## config.mk

```make
export PLATFORM = sky130hd
export DESIGN_NAME = esc_stepped_throttle_pulse_flat
export DESIGN_NICKNAME = d
export VERILOG_FILES = /design/src/rtl/estp_pkg.sv /design/src/rtl/estp_if.sv /design/src/rtl/estp_cfg.sv /design/src/rtl/estp_div.sv /design/src/rtl/esc_stepped_throttle_pulse.sv /design/src/flat_wrapper.sv
export SDC_FILE = /design/constraint.sdc
export NUM_CORES = 1
export LEC_CHECK = 0
export ABC_CLOCK_PERIOD_IN_PS = 11450
export BUFFER_PORTS_ARGS = -buffer_cell sky130_fd_sc_hd__buf_2
export CORE_ASPECT_RATIO = 1.2
export CORE_MARGIN = 3
export CORE_UTILIZATION = 47
export DETAILED_ROUTE_END_ITERATION = 12
export GPL_TIMING_DRIVEN = 0
export PLACE_DENSITY = 0.61
export SETUP_SLACK_MARGIN = 0.05
export SYNTH_ARGS = -nofsm -noshare
export SYNTH_HDL_FRONTEND = slang
export SYNTH_SLANG_ARGS = --single-unit
export TNS_END_PERCENT = 10
```

## constraint.sdc

```tcl
create_clock -name clk -period 11.45 [get_ports clk]
set_input_delay 2.29 -clock clk [delete_from_list [all_inputs] [get_ports clk]]
set_output_delay 2.29 -clock clk [all_outputs]
set_load 0.03 [all_outputs]
```

## src/rtl/estp_pkg.sv

```systemverilog
`timescale 1ns / 1ps
`default_nettype none
package estp_pkg;

  // Fixed point: levels are in units of 2^-FRACTION_BITS.
  localparam int FRACTION_BITS = 10;
  localparam int LVL_W         = FRACTION_BITS + 1;
  localparam int ONE_W         = 17;
  localparam logic [ONE_W-1:0] LEVEL_ONE = ONE_W'(1 << FRACTION_BITS);

  // Field widths.
  localparam int NOW_W      = 32;
  localparam int POT_W      = 10;
  localparam int PULSE_W    = 12;
  localparam int LEVEL_W    = 11;
  localparam int RUN_W      = 17;
  localparam int STEPS_W    = 5;
  localparam int MAXL_W     = 11;
  localparam int CFG_DATA_W = 17;
  localparam int REG_IDX_W  = 3;

  // The potentiometer full scale is 1024 counts.
  localparam int POT_FULL_BITS = 10;
  localparam int POT_SCALE_W   = POT_W + FRACTION_BITS;

  // The last step is held for this long before the run ends.
  localparam logic [RUN_W-1:0] FINAL_STEP_MS = RUN_W'(3000);

  // Shared divider.
  localparam int DIV_N_W   = 32;
  localparam int DIV_D_W   = 17;
  localparam int DIV_CNT_W = 6;

  // Product widths.
  localparam int KTOP_W  = STEPS_W + LVL_W;
  localparam int PPROD_W = LVL_W + PULSE_W;

  typedef enum logic [REG_IDX_W-1:0] {
    REG_MODE_AUTO    = 3'd0,
    REG_RUN_TIME_MS  = 3'd1,
    REG_STEP_COUNT   = 3'd2,
    REG_MAX_LEVEL    = 3'd3,
    REG_MIN_PULSE_US = 3'd4,
    REG_MAX_PULSE_US = 3'd5
  } estp_reg_t;

  typedef struct packed {
    logic                 mode_auto;
    logic [RUN_W-1:0]     run_time_ms;
    logic [STEPS_W-1:0]   step_count;
    logic [MAXL_W-1:0]    max_level;
    logic [PULSE_W-1:0]   min_pulse_us;
    logic [PULSE_W-1:0]   max_pulse_us;
  } estp_cfg_t;

  typedef struct packed {
    logic                 start;
    logic [DIV_N_W-1:0]   dividend;
    logic [DIV_D_W-1:0]   divisor;
    logic [DIV_CNT_W-1:0] iters;
  } estp_div_req_t;

  typedef struct packed {
    logic                 done;
    logic [DIV_N_W-1:0]   quotient;
  } estp_div_rsp_t;

  typedef enum logic [2:0] {
    ST_IDLE,
    ST_LEN,
    ST_K,
    ST_LVL,
    ST_MUL,
    ST_OUT
  } estp_state_t;

endpackage
`default_nettype wire

```

## src/rtl/estp_if.sv

```systemverilog
`timescale 1ns / 1ps
`default_nettype none
interface estp_in_if;
  import estp_pkg::*;

  logic                valid;
  logic                ready;
  logic [NOW_W-1:0]    now_ms;
  logic [POT_W-1:0]    pot_sample;
  logic                arm;

  modport source (output valid, now_ms, pot_sample, arm, input ready);
  modport sink   (input valid, now_ms, pot_sample, arm, output ready);
endinterface

interface estp_out_if;
  import estp_pkg::*;

  logic                valid;
  logic                ready;
  logic [PULSE_W-1:0]  pulse_us;
  logic [LEVEL_W-1:0]  level;
  logic                test_done;

  modport source (output valid, pulse_us, level, test_done, input ready);
  modport sink   (input valid, pulse_us, level, test_done, output ready);
endinterface
`default_nettype wire

```

## src/rtl/estp_cfg.sv

```systemverilog
`timescale 1ns / 1ps
`default_nettype none
module estp_cfg (
  input  wire                            clk,
  input  wire                            rst_n,
  input  wire                            cfg_we,
  input  wire [estp_pkg::REG_IDX_W-1:0]  cfg_idx,
  input  wire [estp_pkg::CFG_DATA_W-1:0] cfg_wdata,
  output estp_pkg::estp_cfg_t            cfg
);
  import estp_pkg::*;

  estp_cfg_t cfg_r;
  estp_cfg_t cfg_nxt;

  always_comb begin
    cfg_nxt = cfg_r;
    if (cfg_we) begin
      case (estp_reg_t'(cfg_idx))
        REG_MODE_AUTO:    cfg_nxt.mode_auto    = cfg_wdata[0];
        REG_RUN_TIME_MS:  cfg_nxt.run_time_ms  = cfg_wdata[RUN_W-1:0];
        REG_STEP_COUNT:   cfg_nxt.step_count   = cfg_wdata[STEPS_W-1:0];
        REG_MAX_LEVEL:    cfg_nxt.max_level    = cfg_wdata[MAXL_W-1:0];
        REG_MIN_PULSE_US: cfg_nxt.min_pulse_us = cfg_wdata[PULSE_W-1:0];
        REG_MAX_PULSE_US: cfg_nxt.max_pulse_us = cfg_wdata[PULSE_W-1:0];
        default:          cfg_nxt = cfg_r;
      endcase
    end
  end

  always_ff @(posedge clk) begin
    if (!rst_n) begin
      cfg_r.mode_auto    <= 1'b1;
      cfg_r.run_time_ms  <= RUN_W'(5000);
      cfg_r.step_count   <= STEPS_W'(5);
      cfg_r.max_level    <= MAXL_W'(1024);
      cfg_r.min_pulse_us <= PULSE_W'(1030);
      cfg_r.max_pulse_us <= PULSE_W'(2000);
    end else begin
      cfg_r <= cfg_nxt;
    end
  end

  assign cfg = cfg_r;

endmodule
`default_nettype wire

```

## src/rtl/estp_div.sv

```systemverilog
`timescale 1ns / 1ps
`default_nettype none
// Restoring divider, one quotient bit per cycle. The dividend arrives
// left-aligned so that only the requested number of bits is iterated.
module estp_div (
  input  wire                          clk,
  input  wire                          rst_n,
  input  wire estp_pkg::estp_div_req_t req,
  output estp_pkg::estp_div_rsp_t      rsp
);
  import estp_pkg::*;

  logic                 busy_r, busy_nxt;
  logic                 done_r, done_nxt;
  logic [DIV_CNT_W-1:0] cnt_r, cnt_nxt;
  logic [DIV_D_W-1:0]   rem_r, rem_nxt;
  logic [DIV_N_W-1:0]   quo_r, quo_nxt;
  logic [DIV_D_W-1:0]   dsr_r, dsr_nxt;
  logic [DIV_D_W:0]     trial;
  logic [DIV_D_W:0]     diff;
  logic                 ge;

  assign trial = {rem_r, quo_r[DIV_N_W-1]};
  assign ge    = trial >= {1'b0, dsr_r};
  assign diff  = trial - {1'b0, dsr_r};

  always_comb begin
    busy_nxt = busy_r;
    done_nxt = 1'b0;
    cnt_nxt  = cnt_r;
    rem_nxt  = rem_r;
    quo_nxt  = quo_r;
    dsr_nxt  = dsr_r;
    if (req.start) begin
      busy_nxt = 1'b1;
      cnt_nxt  = req.iters;
      rem_nxt  = '0;
      quo_nxt  = req.dividend;
      dsr_nxt  = req.divisor;
    end else if (busy_r) begin
      rem_nxt = ge ? diff[DIV_D_W-1:0] : trial[DIV_D_W-1:0];
      quo_nxt = {quo_r[DIV_N_W-2:0], ge};
      cnt_nxt = cnt_r - DIV_CNT_W'(1);
      if (cnt_r == DIV_CNT_W'(1)) begin
        busy_nxt = 1'b0;
        done_nxt = 1'b1;
      end
    end
  end

  always_ff @(posedge clk) begin
    if (!rst_n) begin
      busy_r <= 1'b0;
      done_r <= 1'b0;
      cnt_r  <= '0;
    end else begin
      busy_r <= busy_nxt;
      done_r <= done_nxt;
      cnt_r  <= cnt_nxt;
    end
  end

  always_ff @(posedge clk) begin
    rem_r <= rem_nxt;
    quo_r <= quo_nxt;
    dsr_r <= dsr_nxt;
  end

  assign rsp.done     = done_r;
  assign rsp.quotient = quo_r;

endmodule
`default_nettype wire

```

## src/rtl/esc_stepped_throttle_pulse.sv

```systemverilog
`timescale 1ns / 1ps
`default_nettype none
// Potentiometer mode passes from the input transfer through ST_MUL and ST_OUT into the
// output register; automatic mode first runs three divisions on the shared divider (step
// length, step index and level) and skips the last when the level saturates or the run ends.
// One update at a time goes through the shared divider; a new input is taken once
// the result sits in the output register. Reset (synchronous, active low) restores the
// register defaults, stops the test, clears the done flag and empties the output register.
module esc_stepped_throttle_pulse (
  input  wire                            clk,
  input  wire                            rst_n,
  estp_in_if.sink                        in_ch,
  estp_out_if.source                     out_ch,
  input  wire                            cfg_we,
  input  wire [estp_pkg::REG_IDX_W-1:0]  cfg_idx,
  input  wire [estp_pkg::CFG_DATA_W-1:0] cfg_wdata
);
  import estp_pkg::*;

  estp_cfg_t     cfg;
  estp_div_req_t div_req;
  estp_div_rsp_t div_rsp;

  estp_state_t state_r, state_nxt;

  // Test state.
  logic [NOW_W-1:0]   start_r, start_nxt;
  logic               running_r, running_nxt;
  logic               done_flag_r, done_flag_nxt;

  // Working registers.
  logic [NOW_W-1:0]   elapsed_r, elapsed_nxt;
  logic [LVL_W-1:0]   lvl_r, lvl_nxt;
  logic [PPROD_W-1:0] prod_r, prod_nxt;

  // Output register.
  logic               out_valid_r, out_valid_nxt;
  logic [PULSE_W-1:0] pulse_r, pulse_nxt;
  logic [LEVEL_W-1:0] level_r, level_nxt;
  logic               tdone_r, tdone_nxt;

  // Derived values.
  logic               in_xfer;
  logic               out_load;
  logic [STEPS_W-1:0] steps;
  logic [RUN_W-1:0]   span;
  logic [LVL_W-1:0]   top_lvl;
  logic               running_eff;
  logic [NOW_W-1:0]   start_eff;
  logic [LVL_W-1:0]   pot_lvl;
  logic [DIV_D_W-1:0] step_len;
  logic               run_over;
  logic               k_sat;
  logic [STEPS_W-1:0] k_small;
  logic [KTOP_W-1:0]  ktop;
  logic [PULSE_W-1:0] pulse_span;
  logic [PULSE_W:0]   pulse_sum;
  logic [PULSE_W-1:0] pulse_val;

  estp_cfg u_cfg (
    .clk       (clk),
    .rst_n     (rst_n),
    .cfg_we    (cfg_we),
    .cfg_idx   (cfg_idx),
    .cfg_wdata (cfg_wdata),
    .cfg       (cfg)
  );

  estp_div u_div (
    .clk   (clk),
    .rst_n (rst_n),
    .req   (div_req),
    .rsp   (div_rsp)
  );

  assign in_ch.ready = (state_r == ST_IDLE);
  assign in_xfer     = in_ch.valid && in_ch.ready;
  assign out_load    = (state_r == ST_OUT) && (!out_valid_r || out_ch.ready);

  // A zero step count is treated as a single step.
  assign steps = (cfg.step_count == '0) ? STEPS_W'(1) : cfg.step_count;

  // The time spent climbing excludes the final hold, and cannot go negative.
  assign span = (cfg.run_time_ms > FINAL_STEP_MS) ? cfg.run_time_ms - FINAL_STEP_MS : '0;

  assign top_lvl = (ONE_W'(cfg.max_level) > LEVEL_ONE) ? LVL_W'(LEVEL_ONE)
                                                        : LVL_W'(cfg.max_level);

  // Arm restarts the test; the first automatic update then latches its own stamp.
  assign running_eff = in_ch.arm ? 1'b0 : running_r;
  assign start_eff   = running_eff ? start_r : in_ch.now_ms;

  assign pot_lvl = LVL_W'((POT_SCALE_W'(in_ch.pot_sample) << FRACTION_BITS) >> POT_FULL_BITS);

  // A step length of zero would stall the staircase, so it is raised to one millisecond.
  assign step_len = (div_rsp.quotient[DIV_D_W-1:0] == '0) ? DIV_D_W'(1)
                                                          : div_rsp.quotient[DIV_D_W-1:0];

  assign run_over = elapsed_r >= NOW_W'(cfg.run_time_ms);

  // Once the step index reaches the step count the level is at least the top, so the
  // clamp decides it; below that the index is small and the product stays narrow.
  assign k_sat   = div_rsp.quotient >= (DIV_N_W'(steps) - DIV_N_W'(1));
  assign k_small = STEPS_W'(div_rsp.quotient) + STEPS_W'(1);
  assign ktop    = KTOP_W'(k_small) * KTOP_W'(top_lvl);

  assign pulse_span = cfg.max_pulse_us - cfg.min_pulse_us;
  assign pulse_sum  = (PULSE_W + 1)'(cfg.min_pulse_us)
                    + (PULSE_W + 1)'(prod_r >> FRACTION_BITS);

  // Inverted limits pin the pulse to the minimum; otherwise clamp at the maximum.
  always_comb begin
    if (cfg.max_pulse_us < cfg.min_pulse_us) begin
      pulse_val = cfg.min_pulse_us;
    end else if (pulse_sum > (PULSE_W + 1)'(cfg.max_pulse_us)) begin
      pulse_val = cfg.max_pulse_us;
    end else begin
      pulse_val = pulse_sum[PULSE_W-1:0];
    end
  end

  // Next state.
  always_comb begin
    state_nxt = state_r;
    case (state_r)
      ST_IDLE: begin
        if (in_xfer) begin
          state_nxt = cfg.mode_auto ? ST_LEN : ST_MUL;
        end
      end
      ST_LEN: begin
        if (div_rsp.done) begin
          state_nxt = ST_K;
        end
      end
      ST_K: begin
        if (div_rsp.done) begin
          state_nxt = (run_over || k_sat) ? ST_MUL : ST_LVL;
        end
      end
      ST_LVL: begin
        if (div_rsp.done) begin
          state_nxt = ST_MUL;
        end
      end
      ST_MUL: begin
        state_nxt = ST_OUT;
      end
      ST_OUT: begin
        if (out_load) begin
          state_nxt = ST_IDLE;
        end
      end
      default: begin
        state_nxt = ST_IDLE;
      end
    endcase
  end

  // Sequencer outputs and datapath.
  always_comb begin
    div_req       = '0;
    start_nxt     = start_r;
    running_nxt   = running_r;
    done_flag_nxt = done_flag_r;
    elapsed_nxt   = elapsed_r;
    lvl_nxt       = lvl_r;
    prod_nxt      = prod_r;
    pulse_nxt     = pulse_r;
    level_nxt     = level_r;
    tdone_nxt     = tdone_r;
    out_valid_nxt = out_valid_r && !out_ch.ready;

    case (state_r)
      ST_IDLE: begin
        if (in_xfer) begin
          running_nxt = running_eff;
          if (cfg.mode_auto) begin
            start_nxt        = start_eff;
            running_nxt      = 1'b1;
            elapsed_nxt      = in_ch.now_ms - start_eff;
            // Step length: span over the number of rises, or the whole span for one step.
            div_req.start    = 1'b1;
            div_req.dividend = DIV_N_W'(span) << (DIV_N_W - RUN_W);
            div_req.divisor  = (steps > STEPS_W'(1)) ? DIV_D_W'(steps - STEPS_W'(1))
                                                     : DIV_D_W'(1);
            div_req.iters    = DIV_CNT_W'(RUN_W);
          end else begin
            lvl_nxt = pot_lvl;
          end
        end
      end
      ST_LEN: begin
        if (div_rsp.done) begin
          div_req.start    = 1'b1;
          div_req.dividend = elapsed_r;
          div_req.divisor  = step_len;
          div_req.iters    = DIV_CNT_W'(DIV_N_W);
        end
      end
      ST_K: begin
        if (div_rsp.done) begin
          if (run_over) begin
            lvl_nxt       = '0;
            done_flag_nxt = 1'b1;
          end else if (k_sat) begin
            lvl_nxt = top_lvl;
          end else begin
            div_req.start    = 1'b1;
            div_req.dividend = DIV_N_W'(ktop) << (DIV_N_W - KTOP_W);
            div_req.divisor  = DIV_D_W'(steps);
            div_req.iters    = DIV_CNT_W'(KTOP_W);
          end
        end
      end
      ST_LVL: begin
        if (div_rsp.done) begin
          lvl_nxt = LVL_W'(div_rsp.quotient);
        end
      end
      ST_MUL: begin
        prod_nxt = PPROD_W'(lvl_r) * PPROD_W'(pulse_span);
      end
      ST_OUT: begin
        if (out_load) begin
          out_valid_nxt = 1'b1;
          pulse_nxt     = pulse_val;
          level_nxt     = LEVEL_W'(lvl_r);
          tdone_nxt     = done_flag_r;
        end
      end
      default: begin
        div_req = '0;
      end
    endcase
  end

  always_ff @(posedge clk) begin
    if (!rst_n) begin
      state_r     <= ST_IDLE;
      start_r     <= '0;
      running_r   <= 1'b0;
      done_flag_r <= 1'b0;
      out_valid_r <= 1'b0;
    end else begin
      state_r     <= state_nxt;
      start_r     <= start_nxt;
      running_r   <= running_nxt;
      done_flag_r <= done_flag_nxt;
      out_valid_r <= out_valid_nxt;
    end
  end

  always_ff @(posedge clk) begin
    elapsed_r <= elapsed_nxt;
    lvl_r     <= lvl_nxt;
    prod_r    <= prod_nxt;
    pulse_r   <= pulse_nxt;
    level_r   <= level_nxt;
    tdone_r   <= tdone_nxt;
  end

  assign out_ch.valid     = out_valid_r;
  assign out_ch.pulse_us  = pulse_r;
  assign out_ch.level     = level_r;
  assign out_ch.test_done = tdone_r;

endmodule
`default_nettype wire

```

## src/flat_wrapper.sv

```systemverilog
// flat-port wrapper written by rule: the top's interface ports become plain ports
module esc_stepped_throttle_pulse_flat import estp_pkg::*;
  (clk, rst_n, cfg_we, cfg_idx, cfg_wdata, in_ch_valid, in_ch_now_ms, in_ch_pot_sample, in_ch_arm, in_ch_ready, out_ch_valid, out_ch_pulse_us, out_ch_level, out_ch_test_done, out_ch_ready);
  estp_in_if in_ch_i ();
  estp_out_if out_ch_i ();
  input  wire clk;
  input  wire rst_n;
  input  wire cfg_we;
  input  wire [estp_pkg::REG_IDX_W-1:0] cfg_idx;
  input  wire [estp_pkg::CFG_DATA_W-1:0] cfg_wdata;
  input wire logic [$bits(in_ch_i.valid)-1:0] in_ch_valid;
  input wire logic [$bits(in_ch_i.now_ms)-1:0] in_ch_now_ms;
  input wire logic [$bits(in_ch_i.pot_sample)-1:0] in_ch_pot_sample;
  input wire logic [$bits(in_ch_i.arm)-1:0] in_ch_arm;
  output wire logic [$bits(in_ch_i.ready)-1:0] in_ch_ready;
  output wire logic [$bits(out_ch_i.valid)-1:0] out_ch_valid;
  output wire logic [$bits(out_ch_i.pulse_us)-1:0] out_ch_pulse_us;
  output wire logic [$bits(out_ch_i.level)-1:0] out_ch_level;
  output wire logic [$bits(out_ch_i.test_done)-1:0] out_ch_test_done;
  input wire logic [$bits(out_ch_i.ready)-1:0] out_ch_ready;
  assign in_ch_i.valid = in_ch_valid;
  assign in_ch_i.now_ms = in_ch_now_ms;
  assign in_ch_i.pot_sample = in_ch_pot_sample;
  assign in_ch_i.arm = in_ch_arm;
  assign in_ch_ready = in_ch_i.ready;
  assign out_ch_valid = out_ch_i.valid;
  assign out_ch_pulse_us = out_ch_i.pulse_us;
  assign out_ch_level = out_ch_i.level;
  assign out_ch_test_done = out_ch_i.test_done;
  assign out_ch_i.ready = out_ch_ready;
  esc_stepped_throttle_pulse u_core (.clk(clk), .rst_n(rst_n), .in_ch(in_ch_i), .out_ch(out_ch_i), .cfg_we(cfg_we), .cfg_idx(cfg_idx), .cfg_wdata(cfg_wdata));
endmodule
```

==> impl_metrics.toml <==
[setup_path]
crit_path_top_delay_cell = "fa_1"
cpPeakStageDelay_ps = 540
path_delay_family = "adder cells"
cp_max_fo = 10
end_kind = "flip-flop"
cp.required_ps = 11750
path_class = "flip-flop to flip-flop"
critical_path_buf_inv_count = 5
start_kind = "flip-flop"
cp_common_cell = "fa_1"
worst_ep_arrival_time_ps = 8270

[sta]
drv_slew = 0
hold_violations = 0
layout_min_cycle_time_ps = 7964
rsz0062_at_grt = "no"
skew_ps = 11.32
fmax_ghz = 0.1256
setup_tns_ps = 0
setup_viol = 0
slew_headroom = 0.2172
tightest_slew_ps = 1170
fin_crit_sh = 0.6956

[grt]
grtUsageTotal = 0.2497
grt_first_pass_wirelength_um = 93700
antenna_found_initial = 3
grt_pass1_vias = 17770
grt_max_degree = 33
grt_overflow_total = 0

[floorplan]
initial_core_util = 0.4768
num_rows = 84
die_h_um = 237.3
core_area_um2 = 43930
io_pins = 94
fp.dieW_um = 198.7
die_area_um2 = 47150

[pwr]
peakVddDrop_mv = 0.1155
combPwrFrac = 0.446
p_int_uw = 2413
power_density_nw_per_um2 = 167.7
total_leakage_power_uw = 0.01017
switching_share = 0.3818
pwr-share-seq = 0.304
power_switching_uw = 1490
p_clk_frac = 0.250

[layout]
final_cell_mix = "nand2_1, inv_1, ha_1"
fin_util = 0.5300
fin_nets = 2913
synthToLayoutAreaGrowth_pct = 11.15
nFillCells = 4191
drive_gt1_frac = 0.06685
final_cells = 3092
mostFrequentLayoutCell = "nand2_1"

[min_path]
hold_path.class = "flip-flop to flip-flop"

[drt]
first_pass_iters = 7
routed_wl_um = 58530
vias = 17380
drt_iter0_markers = 845
vias_per_cell = 5.620
wire_per_inst_um = 18.93
ant_nets = 0
route.detailed.drc = 0

[job]
maxCapViolCount = 0

[logic_synthesis]
synth_area_um2 = 20950
yosysSeqAreaShare = 0.3006
ys_types = 70
synthCells = 2352
ys.flop_type = "edfxtp_1"
ys_ff_latch = 250
synth-edff-count = 129
avgSynthCellArea_um2 = 8.906
synth-async-reset-ratio = 0
yosysWarnings = 0

[place]
numPortBuffers = 93
dp_hpwl_um = 47270
gp_congestion = 0.9015
dp.cells = 3031

[clock_network]
clkLatencyLatePin_ps = 570
hold_buffers = 0
cts_buffer_depth = 3
cts_root_buffer = "clkbuf_16"
cts_buffers = 30
cts.clk_slew.worst_paths_ps = 60
clkSinkCount = 250
post_cts_resized = 0
cts_setup_buffers = 0
cts_tree = "built"
cts_max_level = 1

[run_status]
status = "finished, final reports clean"
[logic make-up (layout without fill, tap and decap cells)]
| group | after synthesis | after routing | share of synthesized area |
|---|---|---|---|
| adder cells (fa/ha/maj) | 341 | 341 | 0.2463 |
| buffers and inverters | 350 | 500 | 0.06308 |
| flip-flops | 250 | 250 | 0.3006 |
| other | 1 | 32 | 0.0001790 |
| AO/OA/AOI/OAI | 502 | 502 | 0.1564 |
| AND/OR/NAND/NOR | 766 | 766 | 0.1712 |
| XOR/XNOR | 96 | 96 | 0.04014 |
| multiplexers | 46 | 46 | 0.02204 |
[area by class of cell]
cell class | instances | area, µm² | area share
Antenna cell | 5 | 12.51 | 0.0005374
Buffer | 96 | 369.1 | 0.01585
Clock buffer | 45 | 940.9 | 0.04041
Clock inverter | 11 | 81.33 | 0.003493
Inverter | 254 | 953.4 | 0.04095
Multi-Input combinational cell | 1778 | 13440 | 0.5771
Sequential cell | 250 | 6296 | 0.2704
Tap cell | 559 | 699.4 | 0.03004
Timing Repair Buffer | 94 | 493.0 | 0.02117
[synth_stat cells, types with 9 or more instances]
cell type / n / area (µm²)
o21a_1: 27 / 202.7
a22o_1: 14 / 122.6
fa_1: 119 / 2382
nor4_1: 16 / 100.1
xnor2_1: 72 / 630.6
and3_1: 15 / 93.84
dfxtp_1: 121 / 2422
xor2_1: 24 / 210.2
a31oi_1: 20 / 125.1
nand2b_1: 36 / 225.2
or2_2: 9 / 56.30
nor2_1: 189 / 709.4
and2_1: 64 / 400.4
a211oi_1: 57 / 427.9
ha_1: 222 / 2778
a21o_1: 27 / 202.7
o31ai_1: 10 / 75.07
o21ai_0: 102 / 510.5
nand3_1: 45 / 225.2
clkbuf_1: 85 / 319.1
nor3_1: 54 / 270.3
nand2_1: 258 / 968.4
nand4_1: 17 / 106.4
nor2b_1: 37 / 231.5
inv_1: 252 / 945.9
o211ai_1: 21 / 157.7
mux2i_1: 45 / 450.4
or3_1: 13 / 81.33
a221o_1: 12 / 120.1
a21oi_1: 137 / 685.7
edfxtp_1: 129 / 3874
[power groups by stage]
stage	sequential, µW	combinational, µW	clock [µW]
5_1_grt	1200	1980	1030
3_3_place_gp	1200	1700	0
4_1_cts	1190	1750	997
6_report	1190	1740	977
2_1_floorplan	1170	1300	0
3_5_place_dp	1200	1730	0
[sequential cells by signal (all words and copies together) (netlist names), 3 cells and up]
signal / flops
u_core.u_div.dsr_r: 17
u_core.state_r: 3
u_core.u_div.cnt_r: 6
u_core.prod_r: 13
u_core.out_ch.level: 11
u_core.elapsed_r: 32
u_core.start_r: 32
u_core.u_cfg.cfg: 58
u_core.u_div.rem_r: 17
u_core.lvl_r: 11
u_core.u_div.quo_r: 32
u_core.out_ch.pulse_us: 12
[worst reg2reg max path: cells and delay by family, from the launching register on]
family / cells / cell delay [ps]
and+or+nand+nor: 3 / 370
xor gates and xnor gates: 2 / 350
DFF: 1 / 460
adders and majority gates: 8 / 3570
buffers and inverters: 5 / 690
AOI/OAI and AO/OA: 10 / 2270
[path summary, 6_finish.rpt]
| check | from | end | slack, ps | cells past startpoint |
|---|---|---|---|---|
| worst min register to register | u_core.u_cfg.cfg[28] | u_core.u_cfg.cfg[28] | 460 | 2 |
| worst max register to register | u_core.u_cfg.cfg[12] | u_core.prod_r[22] | 3490 | 28 |
| worst min-delay path | u_core.u_cfg.cfg[28] | u_core.u_cfg.cfg[28] | 460 | 2 |
| worst max-delay path | u_core.u_cfg.cfg[12] | u_core.prod_r[22] | 3490 | 28 |
[per-layer routing]
metal / global-route usage / vias up / wire length [µm]
met5: 0 / - / 0
met4: 0.09395 / 0 / 2397
met3: 0.03062 / 109 / 2639
met2: 0.4602 / 419 / 29960
met1: 0.2951 / 8411 / 23530
li1: - / 8438 / -
[stage by stage]
stage          hold slack [ps]  power [µW]  setup WS [ps]  area, µm²
3_5_place_dp             447.3        2939           3624      22250
4_1_cts                  455.8        3930           3590      23270
3_3_place_gp             441.8        2903           3738      22210
5_1_grt                  471.7        4200           3119      23270
6_report                 456.4        3904           3486      23280
2_1_floorplan            409.0        2466           4715      21040
Power figures use the tool's default switching activity.
